--- src/sv/hts_pkg.sv ---
// Package with byte codes, entity names and result-building helpers for the text stripper.
package hts_pkg;

  // Byte codes with special meaning in the text stream.
  localparam logic [7:0] CH_NUL   = 8'h00;
  localparam logic [7:0] CH_SPACE = 8'h20;
  localparam logic [7:0] CH_QUOTE = 8'h22;
  localparam logic [7:0] CH_AMP   = 8'h26;
  localparam logic [7:0] CH_DOT   = 8'h2E;
  localparam logic [7:0] CH_SEMI  = 8'h3B;
  localparam logic [7:0] CH_LT    = 8'h3C;
  localparam logic [7:0] CH_GT    = 8'h3E;
  localparam logic [7:0] CH_MID0  = 8'hC2;
  localparam logic [7:0] CH_MID1  = 8'hB7;

  // Entity names that are recognized, first character in the top byte.
  localparam logic [31:0] ENT_QUOT   = "quot";
  localparam logic [47:0] ENT_MIDDOT = "middot";
  localparam logic [23:0] ENT_AMP    = "amp";
  localparam logic [15:0] ENT_LT     = "lt";
  localparam logic [15:0] ENT_GT     = "gt";

  // Result slots per input item and the width of a slot count.
  localparam int unsigned MAX_RES = 4;
  localparam int unsigned RES_W   = 3;

  // Period run state.
  typedef enum logic [1:0] {
    PC_NONE   = 2'd0,
    PC_HELD   = 2'd1,
    PC_CANCEL = 2'd2
  } period_e;

  // Results of one item under construction plus the state that emitting touches.
  typedef struct packed {
    logic                      emit;
    logic                      lws;
    period_e                   pc;
    logic [RES_W-1:0]          n;
    logic [MAX_RES-1:0][7:0]   b;
    logic [MAX_RES-1:0]        e;
  } ctx_t;

  // Append one text byte to the result list.
  function automatic ctx_t put_byte(ctx_t c, logic [7:0] x);
    ctx_t r;
    r = c;
    if (r.n < RES_W'(MAX_RES)) begin
      r.b[r.n[1:0]] = x;
      r.e[r.n[1:0]] = 1'b0;
      r.n           = r.n + RES_W'(1);
    end
    r.emit = 1'b1;
    r.lws  = (x == CH_SPACE);
    return r;
  endfunction

  // Append the end-of-text marker.
  function automatic ctx_t put_end(ctx_t c);
    ctx_t r;
    r = c;
    if (r.n < RES_W'(MAX_RES)) begin
      r.b[r.n[1:0]] = CH_NUL;
      r.e[r.n[1:0]] = 1'b1;
      r.n           = r.n + RES_W'(1);
    end
    return r;
  endfunction

  // Emit a held period, then clear the period run.
  function automatic ctx_t release_period(ctx_t c);
    ctx_t r;
    r = c;
    if (r.pc == PC_HELD) begin
      r = put_byte(r, CH_DOT);
    end
    r.pc = PC_NONE;
    return r;
  endfunction

endpackage

--- src/sv/html_text_stripper_top.sv ---
// Top level of the text stripper: byte classification, entity capture and result buffer.

// The block takes one text byte per transfer and produces zero to three result
// transfers for it. All work for a byte is done in the cycle of its input
// transfer, and the results land in a small result register bank that drains
// one result per cycle on the output channel while out_ready_i is high. The
// next byte can be taken in the same cycle as the final result of the
// previous byte leaves, so the single output channel sets the rate. The
// entity name store needs no clearing after reset: only entries written
// for the current name are ever compared.
module html_text_stripper_top
  import hts_pkg::*;
#(
  parameter int unsigned NAME_BYTES = 8
) (
  input  logic       clk_i,
  input  logic       rst_ni,
  input  logic       in_valid_i,
  output logic       in_ready_o,
  input  logic [7:0] in_byte_i,
  input  logic       last_i,
  output logic       out_valid_o,
  input  logic       out_ready_i,
  output logic [7:0] out_byte_o,
  output logic       is_end_o
);

  localparam int unsigned LEN_W = $clog2(NAME_BYTES + 2);
  localparam int unsigned IDX_W = $clog2(NAME_BYTES);

  // Stream state.
  logic             tag_q, tag_d;
  logic             sp_q, sp_d;
  period_e          pc_q;
  logic             ent_q, ent_d;
  logic [LEN_W-1:0] nlen_q, nlen_d;
  logic             emit_q, lws_q;
  logic             ended_q, ended_d;

  // Entity name store, no reset.
  logic [7:0]       name_q [NAME_BYTES];
  logic             wr_en;
  logic [IDX_W-1:0] wr_idx;

  // Result buffer.
  logic [MAX_RES-1:0][7:0] res_b_q;
  logic [MAX_RES-1:0]      res_e_q;
  logic [RES_W-1:0]        cnt_q;
  logic [RES_W-1:0]        rd_q;

  logic in_xfer, out_xfer, cap;
  ctx_t c;

  assign in_xfer  = in_valid_i & in_ready_o;
  assign out_xfer = out_valid_o & out_ready_i;

  // Per-byte processing: results and next state.
  always_comb begin
    c      = '0;
    c.emit = emit_q;
    c.lws  = lws_q;
    c.pc   = pc_q;
    tag_d   = tag_q;
    sp_d    = sp_q;
    ent_d   = ent_q;
    nlen_d  = nlen_q;
    ended_d = ended_q;
    cap     = 1'b0;
    wr_en   = 1'b0;
    wr_idx  = nlen_q[IDX_W-1:0];

    if (!ended_q) begin
      if (in_byte_i == CH_NUL) begin
        ended_d = 1'b1;
      end else if (in_byte_i == CH_LT || in_byte_i == CH_GT || tag_q) begin
        cap = ent_q;
        if (in_byte_i == CH_LT) begin
          tag_d = 1'b1;
        end else if (in_byte_i == CH_GT) begin
          tag_d = 1'b0;
        end
      end else begin
        case (in_byte_i)
          CH_AMP: begin
            sp_d   = 1'b0;
            c      = release_period(c);
            ent_d  = 1'b1;
            nlen_d = '0;
          end
          CH_SEMI: begin
            if (!sp_q && c.pc == PC_NONE) begin
              if (ent_q) begin
                ent_d = 1'b0;
                // Named entity lookup; empty and overlong names give nothing.
                if (nlen_q == LEN_W'(4) &&
                    {name_q[0], name_q[1], name_q[2], name_q[3]} == ENT_QUOT) begin
                  c = put_byte(c, CH_QUOTE);
                end else if (nlen_q == LEN_W'(6) &&
                             {name_q[0], name_q[1], name_q[2], name_q[3], name_q[4],
                              name_q[5]} == ENT_MIDDOT) begin
                  c = put_byte(c, CH_MID0);
                  c = put_byte(c, CH_MID1);
                end else if (nlen_q == LEN_W'(3) &&
                             {name_q[0], name_q[1], name_q[2]} == ENT_AMP) begin
                  c = put_byte(c, CH_AMP);
                end else if (nlen_q == LEN_W'(2) && {name_q[0], name_q[1]} == ENT_LT) begin
                  c = put_byte(c, CH_LT);
                end else if (nlen_q == LEN_W'(2) && {name_q[0], name_q[1]} == ENT_GT) begin
                  c = put_byte(c, CH_GT);
                end
              end else begin
                c = put_byte(c, CH_SEMI);
              end
            end else if (sp_q) begin
              c    = put_byte(c, CH_SEMI);
              sp_d = 1'b0;
            end else begin
              c = release_period(c);
              c = put_byte(c, CH_SEMI);
            end
          end
          CH_SPACE: begin
            if (!sp_q) begin
              sp_d = 1'b1;
              c    = release_period(c);
              if (c.emit && !c.lws) begin
                c = put_byte(c, CH_SPACE);
              end
            end
            c     = release_period(c);
            ent_d = 1'b0;
          end
          CH_DOT: begin
            cap = ent_q;
            if (c.pc == PC_HELD && !sp_q && !ent_q) begin
              c.pc = PC_CANCEL;
            end else if (c.pc == PC_NONE && !sp_q && !ent_q) begin
              c.pc = PC_HELD;
            end else if (c.pc == PC_HELD && sp_q) begin
              c.pc = PC_CANCEL;
              sp_d = 1'b0;
            end else if (c.pc == PC_NONE && sp_q) begin
              c.pc = PC_HELD;
              sp_d = 1'b0;
            end
          end
          default: begin
            sp_d = 1'b0;
            c    = release_period(c);
            if (ent_q) begin
              cap = 1'b1;
            end else begin
              c = put_byte(c, in_byte_i);
            end
          end
        endcase
      end
    end

    // Name capture, saturating one past the store size.
    if (cap) begin
      wr_en = (nlen_q < LEN_W'(NAME_BYTES));
      if (nlen_q <= LEN_W'(NAME_BYTES)) begin
        nlen_d = nlen_q + LEN_W'(1);
      end
    end

    // Final byte: flush, terminate, and return to the reset state.
    if (last_i) begin
      c       = release_period(c);
      c       = put_end(c);
      c.emit  = 1'b0;
      c.lws   = 1'b0;
      tag_d   = 1'b0;
      sp_d    = 1'b0;
      ent_d   = 1'b0;
      nlen_d  = '0;
      ended_d = 1'b0;
    end
  end

  // Stream state registers, updated on each input transfer.
  always_ff @(posedge clk_i or negedge rst_ni) begin
    if (!rst_ni) begin
      tag_q   <= 1'b0;
      sp_q    <= 1'b0;
      pc_q    <= PC_NONE;
      ent_q   <= 1'b0;
      nlen_q  <= '0;
      emit_q  <= 1'b0;
      lws_q   <= 1'b0;
      ended_q <= 1'b0;
    end else if (in_xfer) begin
      tag_q   <= tag_d;
      sp_q    <= sp_d;
      pc_q    <= c.pc;
      ent_q   <= ent_d;
      nlen_q  <= nlen_d;
      emit_q  <= c.emit;
      lws_q   <= c.lws;
      ended_q <= ended_d;
    end
  end

  // Entity name store write port.
  always_ff @(posedge clk_i) begin
    if (in_xfer && wr_en) begin
      name_q[wr_idx] <= in_byte_i;
    end
  end

  // Result buffer control: load on input transfer, step on output transfer.
  always_ff @(posedge clk_i or negedge rst_ni) begin
    if (!rst_ni) begin
      cnt_q <= '0;
      rd_q  <= '0;
    end else if (in_xfer) begin
      cnt_q <= c.n;
      rd_q  <= '0;
    end else if (out_xfer) begin
      rd_q <= rd_q + RES_W'(1);
    end
  end

  // Result payload.
  always_ff @(posedge clk_i) begin
    if (in_xfer) begin
      res_b_q <= c.b;
      res_e_q <= c.e;
    end
  end

  // Take a new byte once the buffer is empty or its final result leaves now.
  assign in_ready_o  = (rd_q == cnt_q) || ((rd_q + RES_W'(1) == cnt_q) && out_ready_i);
  assign out_valid_o = (rd_q != cnt_q);
  assign out_byte_o  = res_b_q[rd_q[1:0]];
  assign is_end_o    = res_e_q[rd_q[1:0]];

  // No byte produces more than three results.
  assert property (@(posedge clk_i) disable iff (!rst_ni) cnt_q <= RES_W'(3))
    else $error("result count exceeds three");

  // The read pointer never passes the fill count.
  assert property (@(posedge clk_i) disable iff (!rst_ni) rd_q <= cnt_q)
    else $error("result read pointer past fill count");

  // The end marker is always the final result of its byte.
  assert property (@(posedge clk_i) disable iff (!rst_ni)
                   out_valid_o && is_end_o |-> rd_q + RES_W'(1) == cnt_q)
    else $error("end marker is not the final result");

  // A final byte leaves the stream state cleared.
  assert property (@(posedge clk_i) disable iff (!rst_ni)
                   in_xfer && last_i |=> !ended_q && !emit_q && pc_q == PC_NONE && !tag_q)
    else $error("state not cleared after final byte");

endmodule
--- config.mk ---
export PLATFORM = sky130hd
export DESIGN_NAME = html_text_stripper_top
export DESIGN_NICKNAME = d
export VERILOG_FILES = /design/src/sv/hts_pkg.sv /design/src/sv/html_text_stripper_top.sv
export SDC_FILE = /design/constraint.sdc
export NUM_CORES = 1
export LEC_CHECK = 0
export BUFFER_PORTS_ARGS = -buffer_cell sky130_fd_sc_hd__buf_2
export CAP_MARGIN = 10
export CORE_MARGIN = 2
export CORE_UTILIZATION = 45
export CTS_BUF_LIST = sky130_fd_sc_hd__clkbuf_4 sky130_fd_sc_hd__clkbuf_8
export DETAILED_ROUTE_END_ITERATION = 8
export GPL_ROUTABILITY_DRIVEN = 0
export MAX_ROUTING_LAYER = met4
export PLACE_DENSITY = 0.57
export SKIP_LAST_GASP = 1
export SYNTH_ARGS = -nofsm -noshare
export SYNTH_HDL_FRONTEND = slang
export SYNTH_SLANG_ARGS = --single-unit
--- constraint.sdc ---
create_clock -name clk_i -period 8 [get_ports clk_i]
set_input_delay 0.8 -clock clk_i [delete_from_list [all_inputs] [get_ports clk_i]]
set_output_delay 0.8 -clock clk_i [all_outputs]
set_load 0.03 [all_outputs]
==> flow_metrics.env <==
export IMPL_cts_tree="done"
export IMPL_synth_compound_area_share_pct=17.32
export IMPL_dieArea_um2=12270
export IMPL_hold_class="input pin to async pin"
export IMPL_slew_headroom_pct=33.21
export IMPL_grt_setup_unrepaired="no"
export IMPL_power_density_nw_per_um2=274.4
export IMPL_period_share_pct=53.55
export IMPL_synth_simple_area_share_pct=21.37
export IMPL_grt_antenna_before_repair=0
export IMPL_multi_input_area_um2=2386
export IMPL_instances_no_fill=638
export IMPL_clockBufferDepth=2
export IMPL_finalSetupViolations=0
export IMPL_port_buffers=23
export IMPL_antenna_cells=0
export IMPL_grt_max_degree=28
export IMPL_clock_sinks=88
export IMPL_drive_above_1_share_pct=12.25
export IMPL_worst_slew_pin_slew_ns=1.001
export IMPL_ant_nets=0
export IMPL_cp_arrival_ns=4.36
export IMPL_syn_area_um2=5130
export IMPL_clk_latency_ns=0.37
export IMPL_fill_cells=982
export IMPL_clkTransAtPathRegs_ns=0.10
export IMPL_fmax_mhz=233.4
export IMPL_numCtsBuffers=9
export IMPL_synth_top_family_by_area="simple AND/OR/NAND/NOR gates"
export IMPL_hold_viol=0
export IMPL_critPathCaptureType="flop"
export IMPL_cp_required_ns=8.07
export IMPL_fin_util_pct=50.07
export IMPL_die_y_um=110.8
export IMPL_fin_worst_skew_ns=0.01922
export IMPL_maxCapViolCount=0
export IMPL_synth_nets=512
export IMPL_yosysSeqAreaShare_pct=49.76
export IMPL_yosys_mux_area_fraction_pct=1.415
export IMPL_row_count=38
export IMPL_core_area_um2=10980
export IMPL_ys_dominant_reg_cell="edfxtp_1"
export IMPL_wl_mm=12.81
export IMPL_route_detailed_drc=0
export IMPL_die_w_um=110.8
export IMPL_setup_tns_ns=0
export IMPL_leakagePower_nw=1.932
export IMPL_synth_cell_types=72
export IMPL_root_buffer="clkbuf_8"
export IMPL_area_growth_synth_to_final_pct=7.195
export IMPL_async_flop_share_pct=20.45
export IMPL_vias=3953
export IMPL_dp_cells=621
export IMPL_vias_per_cell=6.196
export IMPL_seq_area_um2=2552
export IMPL_ctsResizeCount=0
export IMPL_synth_xor_area_share_pct=1.537
export IMPL_dp_hpwl_mm=8.940
export IMPL_cts_hold_buf=0
export IMPL_status="finished, final reports clean"
export IMPL_synth_edff_count=70
export IMPL_start_kind="input pin"
export IMPL_grt_pass1_vias=3813
export IMPL_drtIter0Drc=371
export IMPL_crit_type="input pin to flop"
export IMPL_postCtsSetupBuffers=0
export IMPL_syn_area_per_cell_um2=10.71
export IMPL_htree_levels=3
export IMPL_ys_warn_count=0
export IMPL_initial_core_util_pct=46.71
export IMPL_nets=526
export IMPL_drv_slew=0
export IMPL_grt_ovfl_total=0
export IMPL_synthAdderAreaFrac_pct=4.878
export IMPL_ys_seq_elements=88
export IMPL_routedWlPerCell_um=20.08
export IMPL_fin_crit_ns=4.284
export IMPL_synth_cells=479
export IMPL_ios=24
export IMPL_worstPathMaxFanout=19
export IMPL_drt_first_pass_iters=6
export IMPL_grt_use_total_pct=22.03
export IMPL_peakVddDrop_v=0.0001870
export IMPL_grt_pass1_wl_mm=20.53
==> where the power goes <==
group | internal [mW] | total [mW] | leakage (nW) | switching, mW
Clock | 0.118 | 0.286 | 0.0892 | 0.168
Combinational | 0.189 | 0.561 | 0.961 | 0.371
Sequential | 0.591 | 0.662 | 0.881 | 0.0709
==> worst max-delay path, stage by stage <==
cell and delay (ns):
buf_2 0.38, nand4b_1 0.19, nor2_1 0.72, nor2_1 0.40
a21o_1 0.29, o31a_1 0.38, inv_1 0.11, ha_1 0.24
a21oi_1 0.34, ha_1 0.24, and2_1 0.18, a211oi_1 0.08
==> metal layers <==
metal  global-route usage, %  routed length [um]  vias to the layer above  share of wire (%)
met5                       -                   0                        -                  0
met4                   7.417                 254                        0                2.0
met3                   3.937                 906                       27                7.1
met2                   31.57                5537                      171                 43
met1                   31.69                6112                     1899                 48
li1                        -                   -                     1856                  -
==> per-stage QoR <==
stage	worst slack (ns)	cell area (um^2)	power, mW	hold WS (ns)
3_3_place_gp	3.391	5315	1.227	0.4878
3_5_place_dp	3.427	5315	1.233	0.4896
2_1_floorplan	4.387	5130	1.085	0.4681
4_1_cts	3.747	5492	1.517	0.3703
6_report	3.716	5499	1.509	0.3624
5_1_grt	3.476	5499	1.611	0.3945
==> flip-flops by register name (all words and copies together), names as in the netlist <==
register and flops:
cnt_q 3, emit_q 1, ended_q 1, ent_q 1, lws_q 1, name_q 48
nlen_q 4, pc_q 2, rd_q 3, res_b_q 18, res_e_q 4, sp_q 1
tag_q 1
==> cell type report <==
type,count,area share (%)
Inverter,21,1.433
Sequential cell,88,46.42
Tap cell,140,3.185
Timing Repair Buffer,25,2.366
Multi-Input combinational cell,348,43.39
Clock buffer,10,2.389
Clock inverter,6,0.8191
==> cells in the final DEF, fill, tap and decap left out, drive strengths merged, types with 7 or more instances in the layout <==
cell type / synthesis / final
a211oi: 10 / 10
a21oi: 23 / 23
and2: 8 / 8
buf: 9 / 24
clkbuf: 13 / 11
dfrtp: 18 / 18
edfxtp: 70 / 70
ha: 20 / 20
inv: 21 / 22
nand2: 44 / 44
nand2b: 7 / 7
nand3: 15 / 15
nor2: 28 / 28
nor2b: 8 / 8
nor3: 14 / 14
nor4: 19 / 19
o21a: 10 / 10
o21ai: 35 / 35
==> logic make-up (layout without fill, tap and decap cells) <==
kind of cell,Yosys count,after routing
DFF,88,88
xor gates and xnor gates,9,9
AOI/OAI and AO/OA,128,128
muxes,6,6
and+or+nand+nor,185,185
buffers and inverters,43,62
adders and majority gates,20,20
==> cells in the mapped netlist, types with 5 or more instances <==
master    number  area [um^2]
edfxtp_1      70         2102
dfrtp_1       18        450.4
ha_1          20        250.2
o21ai_0       34        170.2
and2_1         8        50.05
clkbuf_1      13        48.80
nor2b_1        8        50.05
o21a_1        10        75.07
a211oi_1       8        60.06
o31ai_1        6        45.04
inv_1         20        75.07
nand2b_1       7        43.79
nor3_1        13        65.06
nor4_1        16        100.1
a21oi_1       22        110.1
nand3_1       15        75.07
nor2_1        27        101.4
and3_1         5        31.28
mux2i_1        5        50.05
a31oi_1        5        31.28
or4_1          5        37.54
nand4_1        6        37.54
xor2_1         5        43.79
nand2_1       44        165.2
==> worst paths after layout <==
path                                       from                     to  slack, ns  cells past startpoint
min                                      rst_ni    ended_q$_DFFE_PN0P_       0.36                      1
min reg2reg                cnt_q[2]$_DFFE_PN0P_   cnt_q[2]$_DFFE_PN0P_       0.51                      2
min in group clk_i         cnt_q[2]$_DFFE_PN0P_   cnt_q[2]$_DFFE_PN0P_       0.51                      2
max                                in_byte_i[3]   res_b_q[6]$_DFFE_PP_       3.72                     12
max in group asynchronous                rst_ni    rd_q[1]$_DFFE_PN0P_       7.30                      1
max reg2reg                 pc_q[1]$_DFFE_PN0P_  res_b_q[12]$_DFFE_PP_       3.74                     16
Power figures use the tool's default switching activity.
